**src/hw/rtl/rne_pkg.sv**
```systemverilog
package rne_pkg;

  localparam int unsigned ValueW  = 12;
  localparam int unsigned SymbolW = 7;
  localparam logic [ValueW-1:0] MaxValue = ValueW'(3999);

  localparam logic [SymbolW-1:0] SymNone = 7'h00;
  localparam logic [SymbolW-1:0] SymM    = 7'h4D;
  localparam logic [SymbolW-1:0] SymD    = 7'h44;
  localparam logic [SymbolW-1:0] SymC    = 7'h43;
  localparam logic [SymbolW-1:0] SymL    = 7'h4C;
  localparam logic [SymbolW-1:0] SymX    = 7'h58;
  localparam logic [SymbolW-1:0] SymV    = 7'h56;
  localparam logic [SymbolW-1:0] SymI    = 7'h49;

  typedef struct packed {
    logic load;
    logic step;
  } cmd_t;

  typedef struct packed {
    logic last;
  } status_t;

  typedef struct packed {
    logic [ValueW-1:0]  weight;
    logic [SymbolW-1:0] first;
    logic [SymbolW-1:0] second;
    logic               pair;
  } token_t;

  // Largest numeral token that fits in the remainder
  function automatic token_t next_token(input logic [ValueW-1:0] rem);
    token_t t;
    t = '{weight: ValueW'(1), first: SymI, second: SymNone, pair: 1'b0};
    priority if (rem >= ValueW'(1000)) t = '{ValueW'(1000), SymM, SymNone, 1'b0};
    else if (rem >= ValueW'(900)) t = '{ValueW'(900), SymC, SymM, 1'b1};
    else if (rem >= ValueW'(500)) t = '{ValueW'(500), SymD, SymNone, 1'b0};
    else if (rem >= ValueW'(400)) t = '{ValueW'(400), SymC, SymD, 1'b1};
    else if (rem >= ValueW'(100)) t = '{ValueW'(100), SymC, SymNone, 1'b0};
    else if (rem >= ValueW'(90))  t = '{ValueW'(90), SymX, SymC, 1'b1};
    else if (rem >= ValueW'(50))  t = '{ValueW'(50), SymL, SymNone, 1'b0};
    else if (rem >= ValueW'(40))  t = '{ValueW'(40), SymX, SymL, 1'b1};
    else if (rem >= ValueW'(10))  t = '{ValueW'(10), SymX, SymNone, 1'b0};
    else if (rem >= ValueW'(9))   t = '{ValueW'(9), SymI, SymX, 1'b1};
    else if (rem >= ValueW'(5))   t = '{ValueW'(5), SymV, SymNone, 1'b0};
    else if (rem >= ValueW'(4))   t = '{ValueW'(4), SymI, SymV, 1'b1};
    else t = '{ValueW'(1), SymI, SymNone, 1'b0};
    return t;
  endfunction

endpackage

```
**src/hw/rtl/rne_in_if.sv**
```systemverilog
interface rne_in_if;
  logic                        valid;
  logic                        ready;
  logic [rne_pkg::ValueW-1:0]  value;

  modport source (output valid, output value, input ready);
  modport sink (input valid, input value, output ready);
endinterface

```
**src/hw/rtl/rne_out_if.sv**
```systemverilog
interface rne_out_if;
  logic                        valid;
  logic                        ready;
  logic [rne_pkg::SymbolW-1:0] symbol;
  logic                        last;
  logic                        range_error;

  modport source (output valid, output symbol, output last, output range_error, input ready);
  modport sink (input valid, input symbol, input last, input range_error, output ready);
endinterface

```
**src/hw/rtl/rne_ctrl.sv**
```systemverilog
module rne_ctrl (
  input  logic             clk_i,
  input  logic             rst_ni,
  input  logic             in_valid_i,
  output logic             in_ready_o,
  output logic             out_valid_o,
  input  logic             out_ready_i,
  output rne_pkg::cmd_t    cmd_o,
  input  rne_pkg::status_t sts_i
);

  typedef enum logic {
    StIdle,
    StRun
  } state_e;

  state_e state_q;
  logic   out_valid_q;
  logic   out_free;

  assign out_free    = !out_valid_q || out_ready_i;
  assign in_ready_o  = (state_q == StIdle);
  assign out_valid_o = out_valid_q;

  assign cmd_o.load = in_valid_i && in_ready_o;
  assign cmd_o.step = (state_q == StRun) && out_free;

  always_ff @(posedge clk_i or negedge rst_ni) begin
    if (!rst_ni) begin
      state_q     <= StIdle;
      out_valid_q <= 1'b0;
    end else begin
      unique case (state_q)
        StIdle: begin
          if (out_valid_q && out_ready_i) out_valid_q <= 1'b0;
          if (cmd_o.load) state_q <= StRun;
        end
        StRun: begin
          if (out_free) begin
            out_valid_q <= 1'b1;
            if (sts_i.last) state_q <= StIdle;
          end
        end
        default: state_q <= StIdle;
      endcase
    end
  end

endmodule

```
**src/hw/rtl/rne_dp.sv**
```systemverilog
module rne_dp (
  input  logic                        clk_i,
  input  logic [rne_pkg::ValueW-1:0]  value_i,
  input  rne_pkg::cmd_t               cmd_i,
  output rne_pkg::status_t            sts_o,
  output logic [rne_pkg::SymbolW-1:0] symbol_o,
  output logic                        last_o,
  output logic                        range_error_o
);

  logic [rne_pkg::ValueW-1:0]  rem_q, rem_d;
  logic                        err_q;
  logic                        pend_q, pend_d;
  logic [rne_pkg::SymbolW-1:0] pend_sym_q;
  logic [rne_pkg::SymbolW-1:0] sym_q, sym_d;
  logic                        last_q, last_d;
  logic                        rerr_q;
  rne_pkg::token_t             tok;
  logic [rne_pkg::ValueW-1:0]  rem_sub;

  assign tok     = rne_pkg::next_token(rem_q);
  assign rem_sub = rem_q - tok.weight;

  always_comb begin
    rem_d  = rem_q;
    pend_d = 1'b0;
    priority if (err_q) begin
      sym_d  = rne_pkg::SymNone;
      last_d = 1'b1;
    end else if (pend_q) begin
      sym_d  = pend_sym_q;
      last_d = (rem_q == '0);
    end else begin
      sym_d  = tok.first;
      rem_d  = rem_sub;
      pend_d = tok.pair;
      last_d = !tok.pair && (rem_sub == '0);
    end
  end

  assign sts_o.last = last_d;

  always_ff @(posedge clk_i) begin
    if (cmd_i.load) begin
      rem_q  <= value_i;
      err_q  <= (value_i == '0) || (value_i > rne_pkg::MaxValue);
      pend_q <= 1'b0;
    end else if (cmd_i.step) begin
      rem_q      <= rem_d;
      pend_q     <= pend_d;
      pend_sym_q <= tok.second;
      sym_q      <= sym_d;
      last_q     <= last_d;
      rerr_q     <= err_q;
    end
  end

  assign symbol_o      = sym_q;
  assign last_o        = last_q;
  assign range_error_o = rerr_q;

endmodule

```
**src/hw/rtl/roman_numeral_encoder.sv**
```systemverilog
// The first character is registered from the remainder that is loaded when the item is taken; after
// that, one character per cycle while the output is not stalled. A new item is taken only in idle, once
// the last character of a run has been stepped out; an out-of-range value gives one error result. The
// remainder register and the largest-token compare in the datapath emit one character per step.
// Reset: asynchronous, active low; returns to idle with no result pending.
module roman_numeral_encoder (
  input  logic      clk_i,
  input  logic      rst_ni,
  rne_in_if.sink    in_i,
  rne_out_if.source out_o
);

  rne_pkg::cmd_t    cmd;
  rne_pkg::status_t sts;

  rne_ctrl u_ctrl (
    .clk_i       (clk_i),
    .rst_ni      (rst_ni),
    .in_valid_i  (in_i.valid),
    .in_ready_o  (in_i.ready),
    .out_valid_o (out_o.valid),
    .out_ready_i (out_o.ready),
    .cmd_o       (cmd),
    .sts_i       (sts)
  );

  rne_dp u_dp (
    .clk_i         (clk_i),
    .value_i       (in_i.value),
    .cmd_i         (cmd),
    .sts_o         (sts),
    .symbol_o      (out_o.symbol),
    .last_o        (out_o.last),
    .range_error_o (out_o.range_error)
  );

  assert property (@(posedge clk_i) disable iff (!rst_ni)
    out_o.valid && out_o.range_error |-> out_o.last && out_o.symbol == rne_pkg::SymNone)
    else $error("error item not a lone empty result");

  assert property (@(posedge clk_i) disable iff (!rst_ni)
    out_o.valid && !out_o.range_error |-> out_o.symbol != rne_pkg::SymNone)
    else $error("numeral item without a symbol");

  assert property (@(posedge clk_i) disable iff (!rst_ni)
    in_i.valid && in_i.ready |=> !in_i.ready)
    else $error("item taken while a run is in progress");

  assert property (@(posedge clk_i) disable iff (!rst_ni)
    cmd.load |-> !cmd.step)
    else $error("load and step issued together");

endmodule
```
**src/flat_wrapper.sv**
```systemverilog
// flat-port wrapper written by rule: the top's interface ports become plain ports
module roman_numeral_encoder_flat 
  (clk_i, rst_ni, in_i_valid, in_i_value, in_i_ready, out_o_valid, out_o_symbol, out_o_last, out_o_range_error, out_o_ready);
  rne_in_if in_i_i ();
  rne_out_if out_o_i ();
  input  logic clk_i;
  input  logic rst_ni;
  input wire logic [$bits(in_i_i.valid)-1:0] in_i_valid;
  input wire logic [$bits(in_i_i.value)-1:0] in_i_value;
  output wire logic [$bits(in_i_i.ready)-1:0] in_i_ready;
  output wire logic [$bits(out_o_i.valid)-1:0] out_o_valid;
  output wire logic [$bits(out_o_i.symbol)-1:0] out_o_symbol;
  output wire logic [$bits(out_o_i.last)-1:0] out_o_last;
  output wire logic [$bits(out_o_i.range_error)-1:0] out_o_range_error;
  input wire logic [$bits(out_o_i.ready)-1:0] out_o_ready;
  assign in_i_i.valid = in_i_valid;
  assign in_i_i.value = in_i_value;
  assign in_i_ready = in_i_i.ready;
  assign out_o_valid = out_o_i.valid;
  assign out_o_symbol = out_o_i.symbol;
  assign out_o_last = out_o_i.last;
  assign out_o_range_error = out_o_i.range_error;
  assign out_o_i.ready = out_o_ready;
  roman_numeral_encoder u_core (.clk_i(clk_i), .rst_ni(rst_ni), .in_i(in_i_i), .out_o(out_o_i));
endmodule
```
**config.mk**
```make
export PLATFORM = sky130hd
export DESIGN_NAME = roman_numeral_encoder_flat
export DESIGN_NICKNAME = d
export VERILOG_FILES = /design/src/hw/rtl/rne_pkg.sv /design/src/hw/rtl/rne_in_if.sv /design/src/hw/rtl/rne_out_if.sv /design/src/hw/rtl/rne_ctrl.sv /design/src/hw/rtl/rne_dp.sv /design/src/hw/rtl/roman_numeral_encoder.sv /design/src/flat_wrapper.sv
export SDC_FILE = /design/constraint.sdc
export NUM_CORES = 1
export LEC_CHECK = 0
export ABC_AREA = 1
export BUFFER_PORTS_ARGS = -buffer_cell sky130_fd_sc_hd__buf_2
export CAP_MARGIN = 25
export CORE_UTILIZATION = 30
export CTS_CLUSTER_DIAMETER = 30
export CTS_CLUSTER_SIZE = 20
export DETAILED_ROUTE_END_ITERATION = 10
export PLACE_DENSITY = 0.48
export SETUP_SLACK_MARGIN = 0.5
export SYNTH_ARGS = -nofsm -noshare
export SYNTH_HDL_FRONTEND = slang
export SYNTH_SLANG_ARGS = --single-unit
```
**constraint.sdc**
```tcl
create_clock -name clk_i -period 2.5 [get_ports clk_i]
set_input_delay 0.125 -clock clk_i [delete_from_list [all_inputs] [get_ports clk_i]]
set_output_delay 0.125 -clock clk_i [all_outputs]
set_load 0.005 [all_outputs]
```
### Word-level counts from Yosys, hierarchy flattened

Cells that the tools add are included.

| cells by class | value |
|---|---|
| add/subtract/negate cells | 1 |
| $lt $le $gt $ge | 13 |
| equality and inequality tests | 4 |
| multiplexer cells | 28 |
| bitwise operators | 2 |
| reduce and logical (&&, ||, !) cells | 18 |

Operators by type and width:

| operator | number |
|---|---|
| $mux W25 | 2 |
| $mux W12 | 4 |
| $mux W24 | 2 |
| $mux W22 | 2 |
| $mux W21 | 2 |
| $mux W19 | 2 |
| $logic_not A12 Y1 | 3 |
| $mux W18 | 2 |
| $ge A12 B10 Y1 const B | 2 |
| $ge A12 B3 Y1 const B | 2 |
| $ge A12 B4 Y1 const B | 2 |
| $ge A12 B6 Y1 const B | 2 |
| $ge A12 B7 Y1 const B | 2 |
| $ge A12 B9 Y1 const B | 2 |
| $gt A12 B12 Y1 const B | 1 |
| $sub A12 B12 Y12 | 1 |
| $reduce_or A11 Y1 | 1 |
| $mux W1 | 9 |
| $reduce_or A9 Y1 | 1 |
| $ne A2 B1 Y1 const B | 4 |
| $mux W7 | 1 |
| $reduce_or A5 Y1 | 1 |
| $logic_and A1 B1 Y1 | 4 |
| $pmux W1 S2 | 2 |
| 6 further kinds | 10 |

| word-level totals | value |
|---|---|
| register bits after elaboration | 32 |
| input bits | 16 |
| output and inout port bits | 11 |
| logic and storage cells | 78 |

### Longest topological paths before layout

| depth | value |
|---|---|
| word-level depth | 21 |
| gate-level depth with buffers | 24 |
| gate-level depth less buffers | 24 |

### Cells and area by module

A second synthesis with hierarchy kept.

| unflattened totals | value |
|---|---|
| cells, all modules | 329 |
| area, all modules | 2423.6 um^2 |

Modules (own cells, without submodules):

| module | times used | cells an instance | area an instance (um^2) | sequential area each (um^2) |
|---|---|---|---|---|
| rne_dp | 1 | 317 | 2332.2 | 830.8 |
| rne_ctrl | 1 | 12 | 91.3 | 50.0 |

### Least setup slack after synthesis

Ideal clock, no wire load.

| timing | value |
|---|---|
| path kind | register to register |
| start point | register u_core.u_dp.rem_q[9] (netlist name) |
| end point | register u_core.u_ctrl.state_q |
| library setup time | 135 ps |
| arrival time | 2619 ps |
| required time | 2365 ps |
| slack | -254 ps |
| stages on the path, launching flop included | 22 |
| path buffers | 0 |
| clock period less this slack | 2754 ps |
| path through | edfxtp_1 > nor2_4 > nand2_4 > inv_2 > o211ai_1 > nor2_2 > a21oi_1 > o21ai_0 > a21oi_1 > ha_1 > a21oi_1 > nand3_1 > nand2_1 > nand2_1 > nand2_1 > nand2_1 > nor2_1 > nand3_1 > nor2_1 > nand2_2 > nand2_2 > a21oi_2 |

| on the way | value |
|---|---|
| cells in the longest elaborated chain, start to end | 21 |
| elaborated cells between the ends (all ways) | 34 |
| classes of those cells | 1 x add/sub; 12 x order compare; 17 x mux; 4 x reduce/logical |

RTL lines:

| item | RTL line | RTL |
|---|---|---|
| start: declaration | rne_dp.sv:11 | `logic [rne_pkg::ValueW-1:0] rem_q, rem_d;` |
| start signal: assignment | rne_dp.sv:45 | `rem_q <= value_i;` |
| start signal: assignment | rne_dp.sv:49 | `rem_q <= rem_d;` |
| $ge A12 B3 Y1 | rne_pkg.sv:47 | `else if (rem >= ValueW'(4)) t = '{ValueW'(4), SymI, SymV, 1'b1};` |
| $mux W18 | rne_pkg.sv:47 |  |
| $mux W18 | rne_pkg.sv:46 | `else if (rem >= ValueW'(5)) t = '{ValueW'(5), SymV, SymNone, 1'b0};` |
| $mux W19 | rne_pkg.sv:45 | `else if (rem >= ValueW'(9)) t = '{ValueW'(9), SymI, SymX, 1'b1};` |
| $mux W19 | rne_pkg.sv:44 | `else if (rem >= ValueW'(10)) t = '{ValueW'(10), SymX, SymNone, 1'b0};` |
| $mux W21 | rne_pkg.sv:43 | `else if (rem >= ValueW'(40)) t = '{ValueW'(40), SymX, SymL, 1'b1};` |
| $mux W21 | rne_pkg.sv:42 | `else if (rem >= ValueW'(50)) t = '{ValueW'(50), SymL, SymNone, 1'b0};` |
| $mux W22 | rne_pkg.sv:41 | `else if (rem >= ValueW'(90)) t = '{ValueW'(90), SymX, SymC, 1'b1};` |
| (+6 left out) | -- |  |
| $logic_not A12 Y1 | rne_dp.sv:37 | `last_d = !tok.pair && (rem_sub == '0);` |
| $logic_and A1 B1 Y1 | rne_dp.sv:37 |  |
| $mux W1 (*) | rne_dp.sv:30 | `end else if (pend_q) begin` |
| $mux W1 (*) | rne_dp.sv:27 | `priority if (err_q) begin` |
| named net u_core.sts | roman_numeral_encoder.sv:14 | `rne_pkg::status_t sts;` |
| $mux W1 (*) | rne_ctrl.sv:41 | `if (sts_i.last) state_q <= StIdle;` |
| $mux W1 (*) | rne_ctrl.sv:39 | `if (out_free) begin` |
| $pmux W1 S2 (*) | rne_ctrl.sv:33 | `unique case (state_q)` |
| end signal: assignment | rne_ctrl.sv:36 | `if (cmd_o.load) state_q <= StRun;` |
| end signal: assignment | rne_ctrl.sv:41 |  |
| end signal: assignment | rne_ctrl.sv:44 | `default: state_q <= StIdle;` |
| end: declaration | rne_ctrl.sv:17 | `state_e state_q;` |

Mark *: on every way through the listed nets, which the timed path passes. The rest lies on a longest branch.
A chain may end at the register's enable or synchronous reset.

### Worst setup path after layout

| timing | value |
|---|---|
| start point | register u_core.u_dp.rem_q[11] (netlist name) |
| end point | register u_core.u_ctrl.state_q |

Same word-level chain as after synthesis.

==> summary.txt <==
Outcome
  – Status: finished with violations
  – Failing checks: setup timing

GRT
  – Grt ovf: 0
  – First-pass GRT wire length: ~12000 microns
  – Pin count of the biggest net entering global routing: 16
  – Vias in the first global route: 2550
  – Total Routing Usage GR: between 10% and 20%
  – Initial antenna violation count: 0

Finish
  – Nets: between 400 and 500
  – Layout Area Growth over Synthesis: 63.0%
  – Number of diodes: 0
  – Filler cell count: roughly 740
  – Fraction of layout cells with a size suffix above 1: a little over half
  – Layout Cells excl Fill: 560

Timing
  – Layout Skew: ~0.0054 ns
  – Max_slew headroom: 58.9%
  – Fin worst setup slack: -0.494 ns
  – Final Hold Vio Count: 0
  – RSZ-0062 raised after global routing: true
  – Final slew viol count: 0
  – Period utilisation layout: 120%
  – Final setup vio count: 11
  – Worst-Margin Slew: a little over 0.6 ns
  – Fmax: between 0.3 and 0.4 GHz
  – Crit path time final: between 2 and 3 ns

Clocking
  – CTS Buf Count: 5
  – CTS sink count: 30
  – Clock buffer depth: 2
  – Clk Latency, worst-skew pair: between 0.2 and 0.3 ns
  – CTS H-tree depth: 2
  – TritonCTS clock tree: built
  – Root buffer cell: clkbuf_8
  – Clock-pin slew on the worst setup and hold paths: 0.06 ns

Synth
  – Simple-gate area share of the yosys netlist: between 30% and 40%
  – Post-synth top cells: nand2_1, inv_1, nor2_1
  – Async SR Flop Fraction: about 6.7%
  – Most numerous cell in the Yosys netlist: nand2_1
  – Register bit total from synthesis: 30
  – Post-synthesis sequential area ratio: between 30% and 40%
  – Area leader, netlist: edfxtp_1
  – EDFF count, synth: 27
  – Post-synth design cell area: around 2400 sq um
  – Mux cell area share after synthesis: 0%
  – Prevailing post-synth register cell: edfxtp_1
  – Post-synthesis xor/xnor area fraction: 1.10%
  – Adder-cell share of the synthesized area: 6.08%
  – Syn_area_per_cell: about 7.2 sq um
  – Synthesized Nets: 358
  – Library cells used by synthesis: 37
  – Top cells by area, synth: edfxtp_1, nand2_1, inv_1, ha_1, o21ai_0
  – Mapped Cells: roughly 330
  – Yosys top cell area share: between 30% and 40%
  – Yosys warns: 0
  – Post-synthesis compound-gate area fraction: between 10% and 20%
  – Largest family of logic cells by synthesized area: simple AND/OR/NAND/NOR gates

Power and ir drop
  – Power Total: 5.00 mW
  – Pwr dens: approximately 1300 nW/um^2
  – Worst VDD drop: 0.702 mV
  – Pleak: between 1.5 and 2 nW

Floorplanning
  – Die H: 91.2 microns
  – Overall die width: 91.2 microns
  – Core area: roughly 7700 sq um
  – I/O pin total: 27
  – Initial core utilization: between 30% and 40%
  – Die area: 8320 sq um
  – Num rows: 32

Place
  – Final GP Congestion: ~0.84
  – Number of buffers added on ports: 25
  – Cell total after placement: 529
  – Final HPWL DP: between 6000 and 7000 microns

Worst setup path
  – Critical Path RT: approximately 2.7 ns
  – CP Capture Type: flip-flop
  – Arrival time at the worst endpoint: approximately 3.1 ns
  – Crit path launch type: flip-flop
  – CP Max Fanout: 3
  – Critical path class: reg -> reg

Routing
  – Drt drc: 0
  – Drt initial violations: between 70 and 80
  – Final ANT Viol Nets: 0
  – TritonRoute pass-1 iters: 4
  – Routed WL per cell: between 10 and 15 microns
  – Vias: about 2700
  – Via-per-instance ratio: about 4.8
  – Drt total wl: between 7000 and 8000 microns

Hold path
  – Worst hold path class: in -> reg

Run
  – # Max-Cap Violations: 0
==> per-layer routing <==
metal / wire [microns] / vias up / global-route usage [%] / share of wire (%)
met5: 0 / - / 0 / 0
met4: 123 / 0 / 4.63 / 1.6
met3: 262 / 12 / 3.10 / 3.3
met2: 4120 / 60 / 34.2 / 52
met1: 3420 / 1251 / 23.0 / 43
li1: - / 1361 / - / -
==> final cells by class <==
class | count | area [sq um] | share of cell area, %
flip-flops and latches | 30 | 881 | 22.6
clock buffers | 6 | 72.6 | 1.86
clock inverters | 2 | 8.76 | 0.225
multi-input cells | 248 | 1710 | 43.8
repair buffers | 123 | 905 | 23.2
inverters | 49 | 191 | 4.92
well taps | 102 | 128 | 3.28
==> stage by stage <==
step	cell area, sq um	utilization (%)	hold WS [ns]	TNS (ns)	setup WS, ns
after detailed placement	3210	41.6	-0.0844	-3.37	-0.630
after CTS	3450	44.6	0.104	-2.84	-0.515
final	3890	50.4	0.107	-3.06	-0.494
after floorplan	2420	-	-0.171	-0.413	-0.223
after global placement	3210	41.6	-0.0852	-3.58	-0.613
after global routing	3890	50.4	0.107	-4.83	-0.647
==> cells by family after synthesis <==
family                     after synthesis
AOI/OAI and AO/OA                       66
xor gates and xnor gates                 3
adders and majority gates               11
buffers and inverters                   53
DFF                                     30
other                                    1
and+or+nand+nor                        167
==> timing repair <==
| item | in CTS | in global routing |
|---|---|---|
| buffers inserted | 8 | 14 |
| pin swaps | 14 | 37 |
| gates cloned | 0 | 0 |
| hold endpoints to repair | 2 | 0 |
| setup endpoints to repair | 13 | 19 |
| hold buffers | 1 | 0 |
| gates resized for setup | 23 | 93 |
==> final timing paths <==
path | startpoint | slack, ns | cells after the start | endpoint
max | u_core.u_dp.rem_q[11]$_DFFE_PP_ | -0.49 | 20 | u_core.u_ctrl.state_q$_DFF_PN0_
min | in_i_valid | 0.11 | 3 | u_core.u_ctrl.state_q$_DFF_PN0_
max reg2reg | u_core.u_dp.rem_q[11]$_DFFE_PP_ | -0.49 | 20 | u_core.u_ctrl.state_q$_DFF_PN0_
min reg2reg | u_core.u_ctrl.out_valid_o$_DFFE_PN0P_ | 0.50 | 2 | u_core.u_ctrl.out_valid_o$_DFFE_PN0P_
max in group asynchronous | rst_ni | 2.21 | 2 | u_core.u_ctrl.state_q$_DFF_PN0_
min in group asynchronous | rst_ni | 0.19 | 2 | u_core.u_ctrl.out_valid_o$_DFFE_PN0P_
==> state kept, by name, indices dropped and copies added (netlist names) <==
signal,cells
u_core.u_dp.rem_q,12
u_core.u_ctrl.state_q,1
u_core.u_dp.symbol_o,6
u_core.u_ctrl.out_valid_o,1
u_core.u_dp.pend_sym_q,6
u_core.u_dp.range_error_o,1
u_core.u_dp.err_q,1
u_core.u_dp.pend_q,1
u_core.u_dp.last_o,1
==> critical path, stage by stage, from the launching register on <==
cell,delay [ns]
edfxtp_1,0.45
nor2_4,0.23
nand2_4,0.10
nor2_4,0.16
buf_6,0.11
nand2_2,0.05
nand2_2,0.07
nand2_2,0.05
nand2_2,0.10
fa_2,0.46
nand3b_1,0.18
nor2_2,0.14
nand3_2,0.07
nor2_1,0.11
nand3_1,0.07
nor2_1,0.11
nand3_2,0.08
nor2_2,0.11
nand2_2,0.06
nand2_2,0.06
a21oi_2,0.05
==> cell usage in the layout, fill, tap and decap left out, types with 3 or more instances in the layout <==
| master | instances |
|---|---|
| o211ai_1 | 4 |
| buf_6 | 11 |
| nand2_2 | 31 |
| clkbuf_8 | 5 |
| o21ai_1 | 7 |
| inv_1 | 35 |
| nand3_2 | 7 |
| ha_4 | 5 |
| nand4_1 | 7 |
| ha_1 | 5 |
| nor2_4 | 9 |
| a21oi_1 | 14 |
| nand2_1 | 53 |
| nor4_1 | 3 |
| a31oi_1 | 4 |
| o21ai_2 | 8 |
| o21ai_0 | 12 |
| nand3_1 | 9 |
| buf_2 | 25 |
| buf_4 | 86 |
| nor2_2 | 13 |
| inv_2 | 11 |
| nand2_4 | 6 |
| edfxtp_1 | 27 |
| inv_4 | 3 |
| a21oi_2 | 9 |
| nor2_1 | 19 |
==> where the power goes <==
| group | leakage, nW | internal, mW | switching, mW | total (mW) |
|---|---|---|---|---|
| registers | 0.291 | 0.777 | 0.150 | 0.927 |
| clock network | 0.0426 | 0.191 | 0.175 | 0.366 |
| logic | 1.43 | 1.82 | 1.89 | 3.71 |
| total | 1.76 | 2.79 | 2.22 | 5.00 |
Note: power is estimated with default switching activity, not from simulation.
